## src/hdl/pfs_pkg.sv

```systemverilog
// Shared types and constants for the PLL factor search.
// Holds the reference clock figure, derived widths, reciprocal and status codes.
// No dependencies.
`timescale 1ns / 1ps

package pfs_pkg;

    // Reference clock and multiplier limit
    localparam int REF_CLOCK_HZ   = 24000000;
    localparam int MAX_MULTIPLIER = 255;

    // Widths derived from the reference clock and the 32-bit request
    localparam longint unsigned RATE_MAX = 64'hFFFF_FFFF;
    localparam int QMAX   = int'(RATE_MAX / 64'(REF_CLOCK_HZ));
    localparam int QW     = $clog2(QMAX + 1);
    localparam int RW     = $clog2(REF_CLOCK_HZ + 1);
    localparam int NHI_W  = $clog2(4 * QMAX + 4);
    localparam int MUL_W  = $clog2(MAX_MULTIPLIER + 1);
    localparam int NW     = (NHI_W > MUL_W) ? NHI_W : MUL_W;

    // Reciprocal of the reference clock: the estimate is the quotient or one below
    localparam int RECIP_SHIFT = 51;
    localparam logic [63:0] RECIP_FULL = (64'd1 << RECIP_SHIFT) / 64'(REF_CLOCK_HZ);
    localparam logic [31:0] RECIP      = RECIP_FULL[31:0];

    // Reference clock at the widths the datapath compares against
    localparam logic [RW-1:0]   REF_C  = RW'(REF_CLOCK_HZ);
    localparam logic [RW+1:0]   REF_X1 = (RW + 2)'(REF_CLOCK_HZ);
    localparam logic [RW+1:0]   REF_X2 = (RW + 2)'(2 * longint'(REF_CLOCK_HZ));
    localparam logic [RW+1:0]   REF_X3 = (RW + 2)'(3 * longint'(REF_CLOCK_HZ));
    localparam logic [NW-1:0]   MAX_N  = NW'(MAX_MULTIPLIER);

    // Post-divider lanes, taken in this order
    localparam int LANES = 3;
    localparam logic [2:0] DIV_VAL   [LANES] = '{3'd1, 3'd2, 3'd4};
    localparam int         DIV_SHIFT [LANES] = '{0, 1, 2};

    typedef enum logic [1:0] {
        ST_FOUND = 2'd0,
        ST_ZERO  = 2'd1,
        ST_NONE  = 2'd2
    } t_status;

    // Quotient and remainder of the request by the reference clock
    typedef struct packed {
        logic          valid;
        logic [31:0]   rate;
        logic [QW-1:0] quot;
        logic [RW-1:0] rem;
    } t_div_res;

endpackage

```

## src/hdl/pfs_ref_div.sv

```systemverilog
// Three-stage divider of the requested rate by the reference clock.
// Reciprocal multiply, back-multiply, then a single correction step.
// Depends on pfs_pkg.
`timescale 1ns / 1ps

module pfs_ref_div
    import pfs_pkg::*;
(
    input  logic        i_clk,
    input  logic        i_rst_n,
    input  logic        i_en,
    input  logic        i_valid,
    input  logic [31:0] i_rate,
    output t_div_res    o_res
);

    logic             r1_valid, r2_valid, r3_valid;
    logic [31:0]      r1_rate, r2_rate, r3_rate;
    logic [63:0]      r1_prod;
    logic [QW-1:0]    r2_qest;
    logic [QW+RW-1:0] r2_back;
    logic [QW-1:0]    r3_quot;
    logic [RW-1:0]    r3_rem;

    logic [QW-1:0]    n_qest;
    logic [32:0]      n_diff;
    logic [32:0]      n_diff_adj;

    // Valid bits travel with the data
    always_ff @(posedge i_clk) begin
        if (!i_rst_n) begin
            r1_valid <= 1'b0;
            r2_valid <= 1'b0;
            r3_valid <= 1'b0;
        end else if (i_en) begin
            r1_valid <= i_valid;
            r2_valid <= r1_valid;
            r3_valid <= r2_valid;
        end
    end

    // Estimate quotient from the top of the reciprocal product
    assign n_qest = r1_prod[RECIP_SHIFT +: QW];

    // Remainder of the estimate lies below twice the reference clock
    assign n_diff     = {1'b0, r2_rate} - 33'(r2_back);
    assign n_diff_adj = n_diff - 33'(REF_C);

    // Advance the datapath
    always_ff @(posedge i_clk) begin
        if (i_en) begin
            r1_rate <= i_rate;
            r1_prod <= 64'(i_rate) * 64'(RECIP);
            r2_rate <= r1_rate;
            r2_qest <= n_qest;
            r2_back <= (QW + RW)'(n_qest) * (QW + RW)'(REF_C);
            r3_rate <= r2_rate;
            if (n_diff >= 33'(REF_C)) begin
                r3_quot <= r2_qest + QW'(1);
                r3_rem  <= n_diff_adj[RW-1:0];
            end else begin
                r3_quot <= r2_qest;
                r3_rem  <= n_diff[RW-1:0];
            end
        end
    end

    assign o_res.valid = r3_valid;
    assign o_res.rate  = r3_rate;
    assign o_res.quot  = r3_quot;
    assign o_res.rem   = r3_rem;

endmodule

```

## src/hdl/pll_factor_search.sv

```systemverilog
// Top level of the PLL factor search.
// Instantiates pfs_ref_div and works out the best multiplier per post-divider.
// Depends on pfs_pkg and pfs_ref_div.
`timescale 1ns / 1ps

// For a requested output rate this block picks the multiplier n and post-divider
// m (1, 2 or 4) whose rate floor(n * REF_CLOCK_HZ / m) comes closest from below,
// scanning n over [floor(rate/REF), floor(4*rate/REF)) up to MAX_MULTIPLIER; the
// earliest divider wins a tie. Rather than stepping through candidates, the best
// n for each divider is found in closed form, so a beat is accepted every cycle
// while the output is not stalled. Three stages divide the request by the
// reference clock, then come the per-divider limit, the per-divider multiply,
// the shortfall subtract and the output register. Status 0 means found, 1 a
// zero request, 2 no pair at or below the request; the other fields are zero
// unless status is 0. A stall on the output holds the whole pipeline.

module pll_factor_search
    import pfs_pkg::*;
(
    input  logic        i_clk,
    input  logic        i_rst_n,
    input  logic        i_valid,
    output logic        o_stall,
    input  logic [31:0] i_requested_rate,
    output logic        o_valid,
    input  logic        i_stall,
    output logic [1:0]  o_status,
    output logic [31:0] o_chosen_rate,
    output logic [7:0]  o_chosen_multiplier,
    output logic [2:0]  o_chosen_divider
);

    logic     n_en;
    t_div_res div_res;

    // Stage registers
    logic             r4_valid, r5_valid, r6_valid;
    logic [31:0]      r4_rate, r5_rate;
    logic             r6_zero;
    logic [NW-1:0]    r4_nstar [LANES];
    logic [NW-1:0]    r5_nstar [LANES];
    logic [NW-1:0]    r6_nstar [LANES];
    logic             r4_lv [LANES];
    logic             r5_lv [LANES];
    logic             r6_lv [LANES];
    logic [31:0]      r5_cand  [LANES];
    logic [31:0]      r6_cand  [LANES];
    logic [31:0]      r6_delta [LANES];

    // Output register
    logic             r_out_valid;
    t_status          r_out_status;
    logic [31:0]      r_out_rate;
    logic [7:0]       r_out_mul;
    logic [2:0]       r_out_div;

    // Limit stage signals
    logic [NW-1:0]    n_lo, n_hi, n_hi_m1, n_lim;
    logic [NW-1:0]    n_nmax  [LANES];
    logic [NW-1:0]    n_nstar [LANES];
    logic             n_lv    [LANES];
    logic             n_range_ok;
    logic [RW+1:0]    n_x4, n_x4p3, n_x2p1;
    logic [NW-1:0]    n_c4, n_c4p3, n_c2p1;

    // Selection signals
    t_status          n_status;
    logic [31:0]      n_best_delta, n_best_rate;
    logic [NW-1:0]    n_best_n;
    logic [2:0]       n_best_div;
    logic             n_have;

    // Hold every stage while a finished result waits
    assign n_en    = !r_out_valid || !i_stall;
    assign o_stall = !n_en;

    pfs_ref_div u_div (
        .i_clk   (i_clk),
        .i_rst_n (i_rst_n),
        .i_en    (n_en),
        .i_valid (i_valid),
        .i_rate  (i_requested_rate),
        .o_res   (div_res)
    );

    // Scan bounds and the largest n per divider whose rate stays at or below
    always_comb begin
        n_x4   = {div_res.rem, 2'b00};
        n_x4p3 = n_x4 + (RW + 2)'(3);
        n_x2p1 = {1'b0, div_res.rem, 1'b1};
        n_c4   = NW'(n_x4 >= REF_X1) + NW'(n_x4 >= REF_X2) + NW'(n_x4 >= REF_X3);
        n_c4p3 = NW'(n_x4p3 >= REF_X1) + NW'(n_x4p3 >= REF_X2) + NW'(n_x4p3 >= REF_X3);
        n_c2p1 = NW'(n_x2p1 >= REF_X1);

        n_lo       = NW'(div_res.quot);
        n_hi       = (n_lo << 2) + n_c4;
        n_hi_m1    = n_hi - NW'(1);
        n_lim      = (n_hi_m1 < MAX_N) ? n_hi_m1 : MAX_N;
        n_range_ok = (n_hi > n_lo) && (n_lo <= MAX_N);

        n_nmax[0] = n_lo;
        n_nmax[1] = (n_lo << 1) + n_c2p1;
        n_nmax[2] = (n_lo << 2) + n_c4p3;

        for (int l = 0; l < LANES; l++) begin
            n_nstar[l] = (n_nmax[l] < n_lim) ? n_nmax[l] : n_lim;
            n_lv[l]    = n_range_ok && (n_nstar[l] != '0);
        end
    end

    // Pick the smallest shortfall, earliest divider first on a tie
    always_comb begin
        n_have       = 1'b0;
        n_best_delta = '0;
        n_best_rate  = '0;
        n_best_n     = '0;
        n_best_div   = '0;
        for (int l = 0; l < LANES; l++) begin
            if (r6_lv[l] && (!n_have || (r6_delta[l] < n_best_delta))) begin
                n_have       = 1'b1;
                n_best_delta = r6_delta[l];
                n_best_rate  = r6_cand[l];
                n_best_n     = r6_nstar[l];
                n_best_div   = DIV_VAL[l];
            end
        end
        if (r6_zero) begin
            n_status = ST_ZERO;
        end else if (n_have) begin
            n_status = ST_FOUND;
        end else begin
            n_status = ST_NONE;
        end
    end

    // Valid bits travel with the data
    always_ff @(posedge i_clk) begin
        if (!i_rst_n) begin
            r4_valid    <= 1'b0;
            r5_valid    <= 1'b0;
            r6_valid    <= 1'b0;
            r_out_valid <= 1'b0;
        end else if (n_en) begin
            r4_valid    <= div_res.valid;
            r5_valid    <= r4_valid;
            r6_valid    <= r5_valid;
            r_out_valid <= r6_valid;
        end
    end

    // Advance the datapath
    always_ff @(posedge i_clk) begin
        if (n_en) begin
            r4_rate <= div_res.rate;
            r5_rate <= r4_rate;
            r6_zero <= (r5_rate == '0);
            for (int l = 0; l < LANES; l++) begin
                r4_nstar[l] <= n_nstar[l];
                r4_lv[l]    <= n_lv[l];
                r5_nstar[l] <= r4_nstar[l];
                r5_lv[l]    <= r4_lv[l];
                r5_cand[l]  <= 32'(((NW + RW)'(r4_nstar[l]) * (NW + RW)'(REF_C))
                                   >> DIV_SHIFT[l]);
                r6_nstar[l] <= r5_nstar[l];
                r6_lv[l]    <= r5_lv[l];
                r6_cand[l]  <= r5_cand[l];
                r6_delta[l] <= r5_rate - r5_cand[l];
            end
            r_out_status <= n_status;
            if (n_status == ST_FOUND) begin
                r_out_rate <= n_best_rate;
                r_out_mul  <= n_best_n[7:0];
                r_out_div  <= n_best_div;
            end else begin
                r_out_rate <= '0;
                r_out_mul  <= '0;
                r_out_div  <= '0;
            end
        end
    end

    assign o_valid             = r_out_valid;
    assign o_status            = r_out_status;
    assign o_chosen_rate       = r_out_rate;
    assign o_chosen_multiplier = r_out_mul;
    assign o_chosen_divider    = r_out_div;

endmodule

```

## config.mk

```make
export PLATFORM = sky130hd
export DESIGN_NAME = pll_factor_search
export DESIGN_NICKNAME = d
export VERILOG_FILES = /design/src/hdl/pfs_pkg.sv /design/src/hdl/pfs_ref_div.sv /design/src/hdl/pll_factor_search.sv
export SDC_FILE = /design/constraint.sdc
export NUM_CORES = 2
export LEC_CHECK = 0
export ABC_AREA = 1
export BUFFER_PORTS_ARGS = -buffer_cell sky130_fd_sc_hd__buf_2
export CAP_MARGIN = 0
export CORE_ASPECT_RATIO = 0.8
export CORE_UTILIZATION = 59
export CTS_CLUSTER_SIZE = 25
export DETAILED_ROUTE_END_ITERATION = 16
export HOLD_SLACK_MARGIN = 0.06
export PLACE_DENSITY = 0.77
export SLEW_MARGIN = 15
export SYNTH_ARGS = -nofsm -noshare
export SYNTH_HDL_FRONTEND = slang
export SYNTH_SLANG_ARGS = --single-unit
```

## constraint.sdc

```tcl
create_clock -name i_clk -period 17.5 [get_ports i_clk]
set_clock_uncertainty 0.05 [all_clocks]
set_input_delay 1.75 -clock i_clk [delete_from_list [all_inputs] [get_ports i_clk]]
set_output_delay 1.75 -clock i_clk [all_outputs]
set_load 0.005 [all_outputs]
```

==> results by group <==
GRT
  – Total gr overflow: 0
  – Antenna violations before repair: 3
  – Global-route wire length before repair: around 200,000 µm
  – Largest net degree at the start of global routing: around 170
  – Gr usage total: 29.7%
  – Number of global-route vias before repair: 34,990

Layout
  – Area delta synth->final: 7.50%
  – Final #Nets: 6,331
  – Layout cells sized above 1: between 4 and 5%
  – Final cell count without fillers: ~6,200
  – # diodes: 0
  – Design area: 55,200 µm²
  – FILL cells: 6,710

Clocking
  – # resized after CTS: 0
  – Clk slew on worst S/H paths: roughly 0.070 ns
  – Setup bufs post-CTS: 0
  – Total CTS buffers: about 60
  – Clock root buffer: clkbuf_16
  – Clk_lat worst skew: ~0.66 ns
  – Cts-stage hold buffer count: 0
  – CTS H-tree depth: 2
  – Clock Sink Count: ~570
  – Max Buffers Root-to-Sink: 3
  – CTS tree: yes

Setup path
  – Critical path type: in -> reg
  – Startpoint Class: primary input
  – Crit path DAT: ~7.7 ns
  – Setup slack, reg-to-reg: 10.55 ns
  – Reg2reg start: r6_lv[0][0]$_DFFE_PN_
  – Critical R2R Capture: o_chosen_rate[13]$_SDFFCE_PP0N_
  – CP max stage delay: between 0.6 and 0.7 ns
  – Crit Path Max Fanout: 10
  – Crit path buffers/inverters: 3
  – WP data required: between 15 and 20 ns
  – Worst Setup End Kind: flop
  – Crit-path cells: buf_2, fa_1, inv_1, fa_1, fa_1, inv_1, fa_1, fa_1, fa_1, fa_1, ha_1, nand2_1, nor4_1, o21ai_0, nand3_1, a31oi_1, o21ai_0, xor2_1
  – Family with the most delay on the worst path: adder cells
  – Worst R2R Path Depth: 26
  – Worst path most repeated cell: fa_1
  – Crit-path slowest cell: fa_1

Detailed routing
  – Final ANT Viol Nets: 0
  – DRC viols: 0
  – DR pass1 iterations: 5
  – DRC violation total after the first TritonRoute iteration: roughly 3,200
  – Vias per cell: ~5.6
  – Wirelength per Cell: just over 20 µm
  – DRT Wirelength: between 100,000 and 150,000 µm
  – Via count: 34,896

STA
  – Fin crit share: a little over two fifths
  – RSZ-0062 raised after global routing: no
  – Slew headroom: a little under a quarter
  – Minimum clock period: 7.32 ns
  – Setup violators final: 0
  – Slew Limit Fails: 0
  – Fin Setup TNS: 0 ns
  – Setup WS post-layout: approximately 10 ns
  – Fmax: approximately 140 MHz
  – Final Hold Vio Count: 0
  – Worst Tran Pin Value: roughly 1.1 ns

Place
  – Pre-CTS setup slack: around 9.6 ns
  – I/O Buffers: between 70 and 80
  – Final weighted congestion in routability-driven placement: 0.935
  – Cells after DPL: ~6,100
  – DP Area: around 53,000 µm²
  – Detail Placement HPWL: between 100,000 and 150,000 µm

Floorplan
  – Num rows: 96
  – Die Y: between 200 and 300 µm
  – Initial Utilization: 59.7%
  – Core area: roughly 86,000 µm²
  – Die width: about 330 µm
  – Die Area: approximately 88,000 µm²
  – Num ports: 83

Synth
  – Cell Area, Synth: between 50,000 and 60,000 µm²
  – Synth area leaders: edfxtp_1, fa_1, ha_1
  – Post-Syn Area per Cell: roughly 10 µm²
  – Cell count after synthesis: 4,925
  – Cell variety after synth: 62
  – YS warnings: 0
  – Post-synthesis sequential area ratio: between 30% and 40%
  – Seq cells post-synth: 574
  – Area share of the largest cell type after synthesis: 33.2%
  – Synth area leader: edfxtp_1

Flow run
  – Max-Cap Viols: 0

Worst hold path
  – Worst Min Path Start: r4_rate[18]$_DFFE_PN_
  – Hold depth: 0
  – Worst Hold Class: reg -> reg
  – Hold Crit Endpoint: r5_rate[18]$_DFFE_PN_

Run status
  – Run status: complete, no violations
## Yosys cell counts (all sizes together)
cell / instances
a211oi: 16
nor4b: 1
a21o: 15
o221ai: 10
a41oi: 1
nor2: 184
and2: 1
o211ai: 11
edfxtp: 567
a21boi: 10
nand2: 700
clkinv: 4
ha: 719
a21oi: 282
nor3: 40
buf: 20
a31o: 1
a221oi: 4
nand3: 128
inv: 1086
o21bai: 18
o41a: 1
a32oi: 2
a2111oi: 1
nor4: 23
xor2: 128
a22oi: 2
a31oi: 21
o21ai: 177
nand4: 72
conb: 2
clkbuf: 22
or4: 1
dfxtp: 7
xnor2: 82
fa: 534
or2: 4
o2111ai: 3
o21a: 11
a221o: 1
o31ai: 11
nor3b: 2
## through the flow
step | utilization, % | hold WS, ns
after floorplan | - | 0.350
after global placement | 61.7 | 0.351
after detailed placement | 61.7 | 0.355
after CTS | 64.2 | 0.355
after global routing | 64.2 | 0.371
final | 64.2 | 0.351
## worst max-delay path by stage
stage	startpoint	slack [ns]	cells after the start	end
5_1_grt	i_requested_rate[8]	9.84	20	u_div.r1_prod[58]$_DFFE_PN_
6_report	i_requested_rate[15]	10.18	18	u_div.r1_prod[58]$_DFFE_PN_
2_1_floorplan	i_stall	5.22	2	o_stall
3_3_place_gp	i_requested_rate[11]	9.60	20	u_div.r1_prod[58]$_DFFE_PN_
4_1_cts	i_requested_rate[11]	10.24	20	u_div.r1_prod[58]$_DFFE_PN_
3_5_place_dp	i_requested_rate[11]	9.56	20	u_div.r1_prod[58]$_DFFE_PN_
## cell families after synthesis
family	Yosys count	share of synthesized area [%]
adders and majority gates	1253	38.3
and+or+nand+nor	1156	9.60
buffers and inverters	1132	8.38
AOI/OAI and AO/OA	598	6.60
DFF	574	33.4
xor gates and xnor gates	210	3.61
other	2	0.0146
## layer usage
| metal | vias up | wire length, µm | global-route usage, % |
|---|---|---|---|
| li1 | 16391 | - | - |
| met1 | 17018 | 58900 | 44.8 |
| met2 | 1300 | 55000 | 44.8 |
| met3 | 183 | 11000 | 4.98 |
| met4 | 4 | 3070 | 6.99 |
| met5 | - | 27 | 0 |
## registers in the layout, summed over array words and instances (netlist names), 30 cells and up
register / cells
r6_cand: 69
u_div.r3_rate: 32
u_div.r1_rate: 32
r4_nstar: 30
u_div.r2_rate: 32
r5_cand: 69
r4_rate: 32
r6_delta: 80
r5_rate: 32
## final cells by class
class                           instances  area (µm²)  share of cell area, %
Clock buffer                           68        1550                   2.81
Clock inverter                         45         553                   1.00
Inverter                             1090        4090                   7.41
Multi-Input combinational cell       3230       29900                   54.2
Sequential cell                       574       17200                   31.1
Tap cell                             1127        1410                   2.56
Timing Repair Buffer                   85         475                  0.862
## layout by cell type, fill, tap and decap left out, types with 39 or more instances in the layout
cell type	Yosys	routed
nand3_1	120	120
xnor2_1	82	82
xor2_1	126	126
clkbuf_16	0	61
nand2_1	692	691
a21oi_1	280	280
nor3_1	39	39
nor2_1	179	178
fa_1	534	534
o21ai_0	167	167
buf_2	10	75
ha_1	719	719
nand4_1	72	72
edfxtp_1	567	567
inv_1	1083	1083
Power is not shown: default switching activity piles up to over one toggle a cycle in this logic, so the estimate is an artifact.
